`src/rtl/rost_pkg.sv`:
```
package rost_pkg;

   // Word, product, accumulator, distance and command widths.
   localparam int WORD_W = 32;
   localparam int PROD_W = 64;
   localparam int ACC_W  = 66;
   localparam int DIST_W = 31;
   localparam int CMD_W  = 3;

   typedef logic signed [WORD_W-1:0] word_type;
   typedef logic signed [ACC_W-1:0]  acc_type;

   // Item command codes.
   localparam logic [CMD_W-1:0] CMD_CENTER = 3'd0;
   localparam logic [CMD_W-1:0] CMD_AXIS_U = 3'd1;
   localparam logic [CMD_W-1:0] CMD_AXIS_V = 3'd2;
   localparam logic [CMD_W-1:0] CMD_HALF   = 3'd3;
   localparam logic [CMD_W-1:0] CMD_ORIGIN = 3'd4;
   localparam logic [CMD_W-1:0] CMD_TEST   = 3'd5;

   localparam word_type WORD_MAX = 32'sh7fff_ffff;
   localparam word_type WORD_MIN = 32'sh8000_0000;

   // Vector that feeds one side of the multiplier.
   typedef enum logic [2:0] {
      VEC_U,
      VEC_V,
      VEC_W,
      VEC_DIR,
      VEC_OFF
   } vec_sel_type;

   // Accumulator operations.
   typedef enum logic [2:0] {
      ACC_HOLD,
      ACC_LOAD,
      ACC_SUB,
      ACC_LOAD_SH,
      ACC_ADD_SH
   } acc_op_type;

   // Write-back targets for the accumulator.
   typedef enum logic [1:0] {
      WB_NONE,
      WB_W,
      WB_FP,
      WB_EP
   } wb_op_type;

   // Commands from the controller to the datapath.
   typedef struct packed {
      logic        load_vec;
      logic        calc_off;
      logic        mul_en;
      vec_sel_type mul_a_vec;
      logic [1:0]  mul_a_comp;
      vec_sel_type mul_b_vec;
      logic [1:0]  mul_b_comp;
      acc_op_type  acc_op;
      wb_op_type   wb_op;
      logic [1:0]  idx;
      logic        set_miss;
      logic        div_start;
      logic        div_hi;
      logic        t_lo_save;
      logic        slab_upd;
      logic        t_init;
      logic        res_load;
   } dp_cmd_type;

   // Status from the datapath to the controller.
   typedef struct packed {
      logic div_done;
      logic par_miss;
   } dp_sts_type;

   // Saturate an accumulator value to a signed word.
   function automatic word_type sat_word(input acc_type v);
      word_type r;
      if ((&v[ACC_W-1:WORD_W-1]) || !(|v[ACC_W-1:WORD_W-1])) begin
         r = v[WORD_W-1:0];
      end else if (v[ACC_W-1]) begin
         r = WORD_MIN;
      end else begin
         r = WORD_MAX;
      end
      return r;
   endfunction

   // Next axis index, wrapping after the third.
   function automatic logic [1:0] inc3(input logic [1:0] k);
      logic [1:0] r;
      if (k == 2'd2) begin
         r = 2'd0;
      end else begin
         r = k + 2'd1;
      end
      return r;
   endfunction

endpackage

```
`src/rtl/rost_ctrl.sv`:
```
// Controller: sequences cross product, projections and the six slab divisions.
module rost_ctrl (
   input  logic                        clock,
   input  logic                        reset,
   input  logic                        req_valid,
   input  logic [rost_pkg::CMD_W-1:0]  req_cmd,
   output logic                        req_ready,
   input  logic                        rsp_ready,
   output logic                        rsp_valid,
   output rost_pkg::dp_cmd_type        dp_cmd,
   input  rost_pkg::dp_sts_type        dp_sts
);

   typedef enum logic [3:0] {
      S_IDLE,
      S_OFF,
      S_CR_M1,
      S_CR_M2,
      S_CR_SUB,
      S_CR_WB,
      S_DOT_M,
      S_DOT_ACC,
      S_DOT_WB,
      S_SLAB_CHK,
      S_DIV_LO,
      S_DIV_HI,
      S_SLAB_UPD,
      S_FINAL
   } state_type;

   state_type  state_ff, state_in;
   logic [1:0] k_ff, k_in;
   logic [1:0] j_ff, j_in;
   logic       phase_ff, phase_in;
   logic       rsp_valid_ff, rsp_valid_in;
   logic       accept;
   logic       out_free;

   // Box axis used for projection k.
   function automatic rost_pkg::vec_sel_type axis_sel(input logic [1:0] k);
      rost_pkg::vec_sel_type r;
      unique case (k)
         2'd0:    r = rost_pkg::VEC_U;
         2'd1:    r = rost_pkg::VEC_V;
         default: r = rost_pkg::VEC_W;
      endcase
      return r;
   endfunction

   assign req_ready = (state_ff == S_IDLE);
   assign accept    = req_valid && req_ready;
   assign out_free  = !rsp_valid_ff || rsp_ready;

   // Sequencer and datapath commands.
   always_comb begin
      state_in     = state_ff;
      k_in         = k_ff;
      j_in         = j_ff;
      phase_in     = phase_ff;
      rsp_valid_in = rsp_valid_ff && !rsp_ready;
      dp_cmd       = '0;
      dp_cmd.idx   = k_ff;
      unique case (state_ff)
         S_IDLE: begin
            if (accept) begin
               dp_cmd.load_vec = 1'b1;
               if (req_cmd == rost_pkg::CMD_TEST) begin
                  state_in = S_OFF;
               end
            end
         end
         S_OFF: begin
            dp_cmd.calc_off = 1'b1;
            k_in            = 2'd0;
            state_in        = S_CR_M1;
         end
         // Third axis: u[a]*v[b] - u[b]*v[a] per component.
         S_CR_M1: begin
            dp_cmd.mul_en     = 1'b1;
            dp_cmd.mul_a_vec  = rost_pkg::VEC_U;
            dp_cmd.mul_a_comp = rost_pkg::inc3(k_ff);
            dp_cmd.mul_b_vec  = rost_pkg::VEC_V;
            dp_cmd.mul_b_comp = rost_pkg::inc3(rost_pkg::inc3(k_ff));
            state_in          = S_CR_M2;
         end
         S_CR_M2: begin
            dp_cmd.mul_en     = 1'b1;
            dp_cmd.mul_a_vec  = rost_pkg::VEC_U;
            dp_cmd.mul_a_comp = rost_pkg::inc3(rost_pkg::inc3(k_ff));
            dp_cmd.mul_b_vec  = rost_pkg::VEC_V;
            dp_cmd.mul_b_comp = rost_pkg::inc3(k_ff);
            dp_cmd.acc_op     = rost_pkg::ACC_LOAD;
            state_in          = S_CR_SUB;
         end
         S_CR_SUB: begin
            dp_cmd.acc_op = rost_pkg::ACC_SUB;
            state_in      = S_CR_WB;
         end
         S_CR_WB: begin
            dp_cmd.wb_op = rost_pkg::WB_W;
            if (k_ff == 2'd2) begin
               k_in     = 2'd0;
               j_in     = 2'd0;
               phase_in = 1'b0;
               state_in = S_DOT_M;
            end else begin
               k_in     = k_ff + 2'd1;
               state_in = S_CR_M1;
            end
         end
         // Projections: direction first, then the offset.
         S_DOT_M: begin
            dp_cmd.mul_en     = 1'b1;
            dp_cmd.mul_a_vec  = axis_sel(k_ff);
            dp_cmd.mul_a_comp = j_ff;
            dp_cmd.mul_b_vec  = phase_ff ? rost_pkg::VEC_OFF : rost_pkg::VEC_DIR;
            dp_cmd.mul_b_comp = j_ff;
            if (j_ff == 2'd0) begin
               dp_cmd.acc_op = rost_pkg::ACC_HOLD;
            end else if (j_ff == 2'd1) begin
               dp_cmd.acc_op = rost_pkg::ACC_LOAD_SH;
            end else begin
               dp_cmd.acc_op = rost_pkg::ACC_ADD_SH;
            end
            if (j_ff == 2'd2) begin
               j_in     = 2'd0;
               state_in = S_DOT_ACC;
            end else begin
               j_in = j_ff + 2'd1;
            end
         end
         S_DOT_ACC: begin
            dp_cmd.acc_op = rost_pkg::ACC_ADD_SH;
            state_in      = S_DOT_WB;
         end
         S_DOT_WB: begin
            dp_cmd.wb_op = phase_ff ? rost_pkg::WB_EP : rost_pkg::WB_FP;
            if (k_ff == 2'd2) begin
               k_in = 2'd0;
               if (phase_ff) begin
                  dp_cmd.t_init = 1'b1;
                  state_in      = S_SLAB_CHK;
               end else begin
                  phase_in = 1'b1;
                  state_in = S_DOT_M;
               end
            end else begin
               k_in     = k_ff + 2'd1;
               state_in = S_DOT_M;
            end
         end
         // Slab for axis k: parallel check, then entry and exit quotients.
         S_SLAB_CHK: begin
            if (dp_sts.par_miss) begin
               dp_cmd.set_miss = 1'b1;
               state_in        = S_FINAL;
            end else begin
               dp_cmd.div_start = 1'b1;
               state_in         = S_DIV_LO;
            end
         end
         S_DIV_LO: begin
            if (dp_sts.div_done) begin
               dp_cmd.t_lo_save = 1'b1;
               dp_cmd.div_start = 1'b1;
               dp_cmd.div_hi    = 1'b1;
               state_in         = S_DIV_HI;
            end
         end
         S_DIV_HI: begin
            if (dp_sts.div_done) begin
               state_in = S_SLAB_UPD;
            end
         end
         S_SLAB_UPD: begin
            dp_cmd.slab_upd = 1'b1;
            if (k_ff == 2'd2) begin
               state_in = S_FINAL;
            end else begin
               k_in     = k_ff + 2'd1;
               state_in = S_SLAB_CHK;
            end
         end
         S_FINAL: begin
            if (out_free) begin
               dp_cmd.res_load = 1'b1;
               rsp_valid_in    = 1'b1;
               state_in        = S_IDLE;
            end
         end
         default: begin
            state_in = S_IDLE;
         end
      endcase
   end

   // State, counters and the response valid flag.
   always_ff @(posedge clock) begin
      if (reset) begin
         state_ff     <= S_IDLE;
         k_ff         <= 2'd0;
         j_ff         <= 2'd0;
         phase_ff     <= 1'b0;
         rsp_valid_ff <= 1'b0;
      end else begin
         state_ff     <= state_in;
         k_ff         <= k_in;
         j_ff         <= j_in;
         phase_ff     <= phase_in;
         rsp_valid_ff <= rsp_valid_in;
      end
   end

   assign rsp_valid = rsp_valid_ff;

endmodule

```
`config.mk`:
```
export PLATFORM = sky130hd
export DESIGN_NAME = rost_ctrl
export DESIGN_NICKNAME = d
export VERILOG_FILES = /design/src/rtl/rost_pkg.sv /design/src/rtl/rost_ctrl.sv
export SDC_FILE = /design/constraint.sdc
export NUM_CORES = 1
export LEC_CHECK = 0
export ABC_AREA = 1
export ABC_CLOCK_PERIOD_IN_PS = 3100
export BUFFER_PORTS_ARGS = -buffer_cell sky130_fd_sc_hd__buf_4
export CAP_MARGIN = 20
export CORE_MARGIN = 2
export CORE_UTILIZATION = 30
export CTS_CLUSTER_DIAMETER = 80
export DETAILED_ROUTE_END_ITERATION = 16
export PLACE_DENSITY = 0.64
export SKIP_LAST_GASP = 1
export SLEW_MARGIN = 30
export SYNTH_ARGS = -nofsm -noshare
export SYNTH_HDL_FRONTEND = slang
export SYNTH_SLANG_ARGS = --single-unit
```
`constraint.sdc`:
```
create_clock -name clock -period 3.1 [get_ports clock]
set_clock_uncertainty 0.05 [all_clocks]
set_input_delay 0.465 -clock clock [delete_from_list [all_inputs] [get_ports clock]]
set_output_delay 0.465 -clock clock [all_outputs]
set_load 0.02 [all_outputs]
```
==> summary.txt, run 1 <==
Status
  – Run status: finished, final reports clean

STA
  – Pins Over Slew Limit: 0
  – Fmax: between 400 and 500 MHz
  – RSZ-0062 raised after global routing: no
  – # setup viols final: 0
  – Tcrit/Tclk final: 71.7%
  – Min Tclk post-route: 2220 ps
  – Fin Setup TNS: 0 ps
  – Hold Violations, Final: 0
  – Fin Hold WS: between 300 and 400 ps

CTS
  – Clock Path Buffers: 2
  – CTS tree: yes
  – CTS buffer count: 3
  – Post-CTS Setup Bufs: 0
  – CTS clock-pin slew for the worst setup and hold paths: 70 ps
  – CTS sink cnt: 10
  – Later-pin clock latency in the skew report: between 200 and 300 ps
  – Post-CTS sizing: 0
  – H-tree levels: 1
  – Cts hold-fix bufs: 0
  – Clock Root Buffer: clkbuf_4

Floorplanning
  – Die X: roughly 60 µm
  – # IOs: 38
  – Initial Utilization: 31.4%
  – Die H: 60.3 µm
  – Core area: 3030 µm²
  – Die area: 3640 µm²
  – Row cnt: 20

Global routing
  – Gr ovfl total: 0
  – Met3 usage: 3.46%
  – Met1 GRT Util: 21.6%
  – Vias in the first global route: ~950
  – GR met2 Demand/Resource: 24.8%
  – Largest net degree at the start of global routing: 10
  – Initial antenna violation count: 0
  – GRT Resource Usage Total: 15.7%
  – First-pass GRT wire length: around 4.3 mm
  – Grt peak-use layer: met2

Placement
  – Dpl cells: 242
  – PortBufs: 36
  – Placer Congestion: 0.887
  – Post-detail-place hpwl: 2.18 mm
  – Dpl cell area: 1260 µm²

Worst setup path
  – Crit path launch: state_ff[1]$_SDFFE_PP0P_
  – CP Capture Type: primary output
  – Reg2reg start: state_ff[3]$_SDFFE_PP0P_
  – Critical Path Start Type: register
  – Crit path max fanout: 9
  – Setup CP Type: register to primary output
  – Reg2Reg Depth: 8
  – CP arrival: 1710 ps
  – Critical Path End: dp_cmd[11]
  – CP Data Required Time: between 2000 and 3000 ps
  – Worst reg2reg setup slack: about 1600 ps
  – RR Endpoint: state_ff[0]$_SDFFE_PP0P_

Routing
  – Via count of the routed design: 1119
  – DRT Wirelength: 2.61 mm
  – WL per Instance: ~11 µm
  – ANT nets after route: 0
  – Residual DRC: 0
  – First drt pass iteration count: 4
  – Iter 0 DRT Violations: 62
  – Vias per cell: 4.57

Yosys
  – Mapped Area: 951 µm²
  – Share of cell area taken by muxes after synthesis: 0%
  – Dominant cells by area after synthesis: dfxtp_1, nand2_1, inv_1, nor2_1, ha_1
  – Syn nets: 180
  – Post-synth top area share: 21.1%
  – Synthesized area per cell: 5.76 µm²
  – Compound-gate portion of the synthesized area: 14.5%
  – Yosys reg bits: 10
  – Synth unique cells: 24
  – Register area share after synthesis: about a fifth
  – Largest family of logic cells by synthesized area: simple AND/OR/NAND/NOR gates
  – Post-Synth Adder-Cell Area: 7.89%
  – Synth warn: 0
  – Post-Synth XOR/XNOR Area: 0%
  – Synthesized instance count: between 150 and 200
  – Largest area contributor in the netlist: dfxtp_1
  – Simple-gate portion of the synthesized area: 42.8%

Power and ir drop
  – Leak: 0.692 nW
  – Worst ir drop on vdd: 0.138 mV
  – Total power: 638 µW
  – PwrDens: between 400 and 500 nW/µm²

Flow run
  – Max-cap viol count: 0

Finish
  – Area Growth Syn to Fin: 34.6%
  – Post-route cell area: about 1300 µm²
  – Final Instance Count excl. Fillers: around 250
  – Fillers: around 350
  – Most common cell after layout, fill and taps aside: nand2_1
  – Nets@finish: roughly 220
  – Share of layout cells above drive strength 1: 23.9%
  – Commonest non-fill, non-tap cells in the layout: nand2_1, buf_4, inv_1
  – Antenna fix cells: 0

Hold path
  – Worst min-delay path category: input pin to register
  – Worst Hold Launch: reset
-- registers in the layout (all words and copies together) (netlist names) --
| register | flops |
|---|---|
| state_ff | 4 |
| j_ff | 2 |
| k_ff | 2 |
| phase_ff | 1 |
| rsp_valid | 1 |
-- routing by layer --
| layer | share of wire [%] | wire (µm) |
|---|---|---|
| met1 | 46 | 1220 |
| met2 | 46 | 1210 |
| met3 | 6.0 | 157 |
| met4 | 1.0 | 27 |
| met5 | 0 | 0 |
-- final cells by class --
type	instances	area, µm²	area share, %
clock buffer	3	22.5	1.76
inverter	29	109	8.50
multi-input combinational	123	623	48.7
sequential	10	200	15.6
tap	44	55.1	4.30
timing repair buffer	36	270	21.1
-- logic make-up (layout without fill, tap and decap cells) --
kind of cell               Yosys count  after routing
AOI/OAI and AO/OA                   25             25
adders and majority gates            6              6
buffers and inverters               32             68
DFF                                 10             10
other                                1              1
and+or+nand+nor                     91             91
-- worst max-delay path: stages (launching register included) --
cell and delay [ps]:
dfxtp_1 440, nand2_1 120, inv_1 150, nand2_4 110
nor2_2 90, inv_1 60, or2_4 240, o21ai_0 80
buf_4 160
-- stage by stage --
stage	util, %	setup slack [ps]
2_1_floorplan	-	1240
3_3_place_gp	41.5	1220
3_5_place_dp	41.5	1180
4_1_cts	42.3	872
5_1_grt	42.3	730
6_report	42.3	876
-- report_power, final --
part           switching (mW)  total (mW)  internal [mW]
Sequential             0.0244       0.172          0.148
Clock                  0.0452      0.0899         0.0448
Combinational           0.245       0.375          0.130
Total                   0.315       0.638          0.322
-- worst min-delay path by stage --
| stage | slack, ps | endpoint | cells after the start |
|---|---|---|---|
| floorplan | 350 | j_ff[0]$_SDFFE_PP0P_ | 1 |
| global placement | 370 | j_ff[0]$_SDFFE_PP0P_ | 1 |
| detailed placement | 370 | j_ff[0]$_SDFFE_PP0P_ | 1 |
| CTS | 370 | j_ff[1]$_SDFFE_PP0P_ | 2 |
| global route | 380 | j_ff[1]$_SDFFE_PP0P_ | 2 |
| finish | 370 | j_ff[1]$_SDFFE_PP0P_ | 2 |
-- synthesized netlist by cell type, drive strengths merged --
| library cell | count |
|---|---|
| a211oi | 1 |
| a21oi | 10 |
| a22oi | 2 |
| buf | 3 |
| conb | 1 |
| dfxtp | 10 |
| ha | 6 |
| inv | 29 |
| nand2 | 45 |
| nand3 | 13 |
| nand3b | 1 |
| nand4 | 3 |
| nor2 | 26 |
| nor3 | 2 |
| o21ai | 11 |
| o22ai | 1 |
| or2 | 1 |
Note: power is estimated with default switching activity, not from simulation.
==> run 2, diff against run 1 <==
--- a/config.mk
+++ b/config.mk
@@ -6,14 +6,14 @@
 export NUM_CORES = 1
 export LEC_CHECK = 0
 export ABC_AREA = 1
-export ABC_CLOCK_PERIOD_IN_PS = 3100
+export ABC_CLOCK_PERIOD_IN_PS = 1900
 export BUFFER_PORTS_ARGS = -buffer_cell sky130_fd_sc_hd__buf_4
 export CAP_MARGIN = 20
 export CORE_MARGIN = 2
 export CORE_UTILIZATION = 30
 export CTS_CLUSTER_DIAMETER = 80
 export DETAILED_ROUTE_END_ITERATION = 16
-export PLACE_DENSITY = 0.64
+export PLACE_DENSITY = 0.66
 export SKIP_LAST_GASP = 1
 export SLEW_MARGIN = 30
 export SYNTH_ARGS = -nofsm -noshare
==> constraint.sdc (replaced) <==
create_clock -name clock -period 1.9 [get_ports clock]
set_clock_uncertainty 0.05 [all_clocks]
set_input_delay 0.285 -clock clock [delete_from_list [all_inputs] [get_ports clock]]
set_output_delay 0.285 -clock clock [all_outputs]
set_load 0.02 [all_outputs]
==> summary.txt, run 2 (synthesis results as in run 1) <==
Status
  – Run status: finished, final reports clean

Floorplanning
  – Row cnt: 20 (unchanged)
  – Die X: 60.3 µm (unchanged)
  – Die area: 3640 µm² (unchanged)
  – Core area: 3030 µm² (unchanged)
  – # IOs: 38 (unchanged)
  – Initial Utilization: 31.4% (unchanged)
  – Die H: 60.3 µm (unchanged)

Finish
  – Top reg by flops: state_ff
  – Largest regs: state_ff (4), j_ff (2), k_ff (2)
  – Nets@finish: 224 (+2.8%)
  – Share of layout cells above drive strength 1: 30.9% (+7.0 points)
  – Commonest non-fill, non-tap cells in the layout: nand2_1, buf_4, inv_1
  – Area Growth Syn to Fin: 41.8%
  – Antenna fix cells: 0 (unchanged)
  – Final core utilization: 44.5% (+2.3 points)
  – Max reg flops: 4 (unchanged)

CTS
  – Clock Path Buffers: 2 (unchanged)
  – H-tree levels: 1 (unchanged)
  – Cts hold-fix bufs: 0 (unchanged)
  – CTS clock-pin slew for the worst setup and hold paths: 60 ps (about the same)
  – CTS buffer count: 3 (unchanged)
  – Clock Root Buffer: clkbuf_4
  – CTS tree: yes
  – CTS sink cnt: 10 (unchanged)
  – Later-pin clock latency in the skew report: 260 ps (about the same)

Placement
  – Placer Congestion: 0.847 (-4.6%)
  – Post-detail-place hpwl: 2.13 mm (-2.2%)
  – PortBufs: 36 (unchanged)

Routing
  – First drt pass iteration count: 4 (unchanged)
  – DRT Wirelength: 2.67 mm (+2.3%)
  – Met3 WL: 178 µm (+13%)
  – Top routing layer in use: met4
  – Met2 WL post-DR: 1.27 mm (+4.5%)
  – Residual DRC: 0 (unchanged)
  – WL met1: 1.21 mm (-0.16%)
  – WL per Instance: 10.6 µm (-0.19%)
  – Iter 0 DRT Violations: 48 (-23%)
  – ANT nets after route: 0 (unchanged)
  – Via count of the routed design: 1161 (+3.8%)
  – Vias per cell: 4.63 (+1.3%)

Power and ir drop
  – PwrDens: 798 nW/µm² (+60%)
  – Worst ir drop on vdd: 0.555 mV (+300%)
  – Total power: 1.08 mW (+69%)
  – Leak: 0.723 nW (+4.4%)

Global routing
  – Vias in the first global route: 955 (+0.21%)
  – Largest net degree at the start of global routing: 10 (unchanged)
  – Gr ovfl total: 0 (unchanged)
  – GRT Resource Usage Total: 14.6% (-1.0 points)
  – Initial antenna violation count: 0 (unchanged)
  – First-pass GRT wire length: 4.06 mm (-5.6%)

STA
  – Pins Over Slew Limit: 0 (unchanged)
  – # setup viols final: 0 (unchanged)
  – Fmax: 541 MHz
  – RSZ-0062 raised after global routing: yes
  – Min Tclk post-route: 1850 ps
  – Hold Violations, Final: 0 (unchanged)
  – Tcrit/Tclk final: roughly 97%

Worst setup path
  – CP arrival: 1510 ps (-200 ps)
  – Crit path max fanout: 5 (-4)
  – Setup CP Type: register to primary output
  – CP Capture Type: primary output
  – Critical Path Start Type: register
  – CP Data Required Time: 1560 ps (-1020 ps)

Flow run
  – Max-cap viol count: 0 (unchanged)

Hold path
  – Worst min-delay path category: input pin to register
run 2: cell types whose count changed in the layout (fill, tap and decap cells not counted), moves of 2 or more:
cell     change
dfxtp_2      +2
buf_4        +6
dfxtp_1      -5
inv_2        +3
dfxtp_4      +3
inv_1        -3
run 2: stage by stage:
| step | TNS (ps) | instances | area (µm²) | hold WS (ps) | setup WS (ps) |
|---|---|---|---|---|---|
| 6_report | 0 | 251 | 1350 | 195 | 53.0 |
| 5_1_grt | -37.4 | 251 | 1350 | 193 | -37.4 |
| 3_3_place_gp | 0 | 242 | 1260 | 368 | 186 |
| 4_1_cts | 0 | 247 | 1300 | 191 | 1.61 |
| 3_5_place_dp | 0 | 242 | 1260 | 367 | 146 |
| 2_1_floorplan | 0 | 165 | 951 | 353 | 223 |
run 2: routing by layer:
metal  vias up  global-route usage (%)
met3         2                    1.95
met2        44                    24.8
li1        605                       -
met5         -                       0
met4         0                    3.81
met1       510                    19.5
run 2: what timing repair did:
item                                   CTS  global route
endpoints found under the hold margin    0             0
pin swaps                                1             1
gates resized for setup                  7             7
buffers inserted                         2             4
setup endpoints to repair                2             7
run 2: power breakdown:
| group | switching (mW) | internal (mW) | total (mW) |
|---|---|---|---|
| logic | 0.407 | 0.233 | 0.641 |
| clock network | 0.0712 | 0.0730 | 0.144 |
| registers | 0.0412 | 0.250 | 0.291 |
| total | 0.520 | 0.556 | 1.08 |
run 2: area by class of cell:
class	instances	area, µm²
Fill cell	328	1680
Multi-Input combinational cell	123	633
Inverter	29	109
Tap cell	44	55.1
Clock buffer	3	22.5
Timing Repair Buffer	42	315
Sequential cell	10	214
run 2: path summary, 6_finish.rpt:
path              slack (ps)                startpoint  cells past startpoint                       end
setup / recovery          50  state_ff[0]$_SDFFE_PP0P_                      9                dp_cmd[11]
hold / removal           190                     reset                      2  state_ff[2]$_SDFFE_PP0P_
setup reg to reg         340  state_ff[0]$_SDFFE_PP0P_                      8  state_ff[3]$_SDFFE_PP0P_
hold reg to reg          390      j_ff[0]$_SDFFE_PP0P_                      1      j_ff[0]$_SDFFE_PP0P_
run 2: worst max-delay path, cell delays in order, from the launching register on:
cell and delay [ps]:
dfxtp_4 360, inv_2 70, nand2_2 80, inv_2 80
nand2_4 70, nor2_4 80, inv_2 50, or2_4 230
o21ai_0 80, buf_4 160
==> run 3, diff against run 2 <==
--- a/config.mk
+++ b/config.mk
@@ -6,14 +6,14 @@
 export NUM_CORES = 1
 export LEC_CHECK = 0
 export ABC_AREA = 1
-export ABC_CLOCK_PERIOD_IN_PS = 1900
+export ABC_CLOCK_PERIOD_IN_PS = 1800
 export BUFFER_PORTS_ARGS = -buffer_cell sky130_fd_sc_hd__buf_4
 export CAP_MARGIN = 20
 export CORE_MARGIN = 2
 export CORE_UTILIZATION = 30
 export CTS_CLUSTER_DIAMETER = 80
 export DETAILED_ROUTE_END_ITERATION = 16
-export PLACE_DENSITY = 0.66
+export PLACE_DENSITY = 0.64
 export SKIP_LAST_GASP = 1
 export SLEW_MARGIN = 30
 export SYNTH_ARGS = -nofsm -noshare
==> constraint.sdc (replaced) <==
create_clock -name clock -period 1.8 [get_ports clock]
set_clock_uncertainty 0.05 [all_clocks]
set_input_delay 0.27 -clock clock [delete_from_list [all_inputs] [get_ports clock]]
set_output_delay 0.27 -clock clock [all_outputs]
set_load 0.02 [all_outputs]
==> summary.txt, run 3 (synthesis results as in run 1) <==
Finish
  – Post-route cell area: 1430 µm² (+5.7%)
  – Share of layout cells above drive strength 1: 37.4% (+6.5 points)
  – Nets@finish: 228 (+1.8%)
  – Max reg flops: 4 (unchanged)
  – Final core utilization: 47.1% (+2.5 points)
  – Most common cell after layout, fill and taps aside: buf_4
  – Antenna fix cells: 0 (unchanged)
  – Top reg by flops: state_ff
  – Commonest non-fill, non-tap cells in the layout: buf_4, nand2_1, inv_1
  – Largest regs: state_ff (4), j_ff (2), k_ff (2)
  – Final Instance Count excl. Fillers: 255 (+1.6%)
  – Area Growth Syn to Fin: 49.9%

Routing
  – Iter 0 DRT Violations: 45 (-6.3%)
  – ANT nets after route: 0 (unchanged)
  – Residual DRC: 0 (unchanged)
  – First drt pass iteration count: 4 (unchanged)
  – Via count of the routed design: 1143 (-1.6%)
  – WL per Instance: 11.0 µm (+3.8%)
  – DRT Wirelength: 2.82 mm (+5.4%)
  – Vias per cell: 4.48 (-3.1%)

Worst setup path
  – CP Cell Sequence: inv_2, nor2_4, nand2_4, nor2_4, inv_2, or2_4, o21ai_2, buf_6
  – Setup CP Type: register to primary output
  – Crit-path max cell delay: 330 ps (-30 ps)
  – Critical Path End: dp_cmd[11]
  – Worst reg2reg setup slack: 360 ps (+20 ps)
  – Crit path max fanout: 5 (unchanged)
  – CP Data Required Time: 1480 ps (-80 ps)
  – RR Endpoint: state_ff[2]$_SDFFE_PP0P_
  – CP arrival: 1470 ps (-40 ps)
  – Crit path launch: state_ff[2]$_SDFFE_PP0P_
  – CP Capture Type: primary output
  – Critical Path Start Type: register
  – Slowest cell on the critical path: dfxtp_2
  – Reg2reg start: k_ff[0]$_SDFFE_PP0P_
  – Reg2Reg Depth: 9 (+1)

CTS
  – Later-pin clock latency in the skew report: 280 ps (+20 ps)
  – CTS clock-pin slew for the worst setup and hold paths: 80 ps (+20 ps)
  – CTS buffer count: 3 (unchanged)
  – Clock Path Buffers: 2 (unchanged)
  – Cts hold-fix bufs: 0 (unchanged)
  – CTS sink cnt: 10 (unchanged)
  – H-tree levels: 1 (unchanged)
  – Clock Root Buffer: clkbuf_4
  – CTS tree: yes

Power and ir drop
  – PwrDens: 851 nW/µm² (+6.7%)
  – Worst ir drop on vdd: 0.369 mV (-34%)
  – Leak: 0.743 nW (+2.7%)

Placement
  – Post-detail-place hpwl: 2.19 mm (+2.4%)
  – Dpl cell area: 1270 µm² (+1.2%)
  – Dpl cells: 244 (+0.83%)
  – PortBufs: 36 (unchanged)
  – Placer Congestion: 0.883 (+4.2%)

STA
  – RSZ-0062 raised after global routing: yes
  – Pins Over Slew Limit: 0 (unchanged)
  – Min Tclk post-route: roughly 1800 ps
  – Tcrit/Tclk final: between 90% and 100%
  – # setup viols final: 0 (unchanged)
  – Hold Violations, Final: 0 (unchanged)
  – Fin Setup TNS: 0 ps (unchanged)
  – Fmax: 558 MHz
  – Fin Hold WS: 166 ps (-29.0 ps)

Status
  – Run status: finished, final reports clean

Global routing
  – Initial antenna violation count: 0 (unchanged)
  – GRT Resource Usage Total: 15.6% (+1.0 points)
  – Gr ovfl total: 0 (unchanged)
  – First-pass GRT wire length: 4.18 mm (+3.1%)
  – Largest net degree at the start of global routing: 9 (-1)
  – Vias in the first global route: 938 (-1.8%)

Floorplanning
  – # IOs: 38 (unchanged)
  – Die area: 3640 µm² (unchanged)
  – Die X: 60.3 µm (unchanged)
  – Row cnt: 20 (unchanged)
  – Die H: 60.3 µm (unchanged)
  – Core area: 3030 µm² (unchanged)
  – Initial Utilization: 31.4% (unchanged)

Hold path
  – Worst Hold Launch: reset
  – Worst min-delay path category: input pin to register

Flow run
  – Max-cap viol count: 0 (unchanged)
[run 3: cell types whose count changed in the layout (fill, tap and decap cells not counted), moves of 3 or more]
| cell | delta |
|---|---|
| nor2_2 | +3 |
| o21ai_0 | -3 |
| nor2_1 | -5 |
| inv_1 | -3 |
[run 3: area by class of cell]
class	count	area [µm²]
Inverter	29	114
Clock buffer	3	22.5
Multi-Input combinational cell	123	668
Tap cell	44	55.1
Sequential cell	10	213
Fill cell	326	1600
Timing Repair Buffer	46	353
[run 3: what timing repair did]
item                                    in CTS  in global routing
pin swaps                                    0                  4
gates resized for setup                     10                 24
endpoints found under the setup margin       9                 14
buffers inserted                             3                  5
[run 3: worst min-delay path by stage]
stage                                 to  slack [ps]  cells after the start
global placement    j_ff[0]$_SDFFE_PP0P_         370                      1
finish              j_ff[1]$_SDFFE_PP0P_         170                      2
CTS                 j_ff[1]$_SDFFE_PP0P_         170                      2
detailed placement  j_ff[0]$_SDFFE_PP0P_         370                      1
floorplan           j_ff[0]$_SDFFE_PP0P_         350                      1
global route        j_ff[1]$_SDFFE_PP0P_         180                      2
[run 3: per-layer routing]
layer | part of all wire, % | global-route usage (%) | wire length (µm)
met1 | 47 | 21.1 | 1320
met2 | 47 | 23.6 | 1320
met3 | 4.8 | 2.81 | 134
met4 | 1.7 | 8.25 | 49
met5 | 0 | 0 | 0
[run 3: metrics by stage]
stage               setup slack (ps)  total power [mW]
floorplan                        138             0.730
global placement                 131             0.961
detailed placement              76.1             0.959
CTS                            -30.8              1.17
global route                   -75.0              1.30
finish                          6.90              1.21
[run 3: critical path: cells and delay by family, from the launching register on]
kind            cells  cell delay, ps
compound gates      1              60
buf+inv             3             210
flops               1             330
simple gates        4             580
[run 3: report_power, final]
| group | internal, mW | switching (mW) |
|---|---|---|
| logic | 0.280 | 0.446 |
| registers | 0.267 | 0.0493 |
| clock network | 0.0776 | 0.0923 |
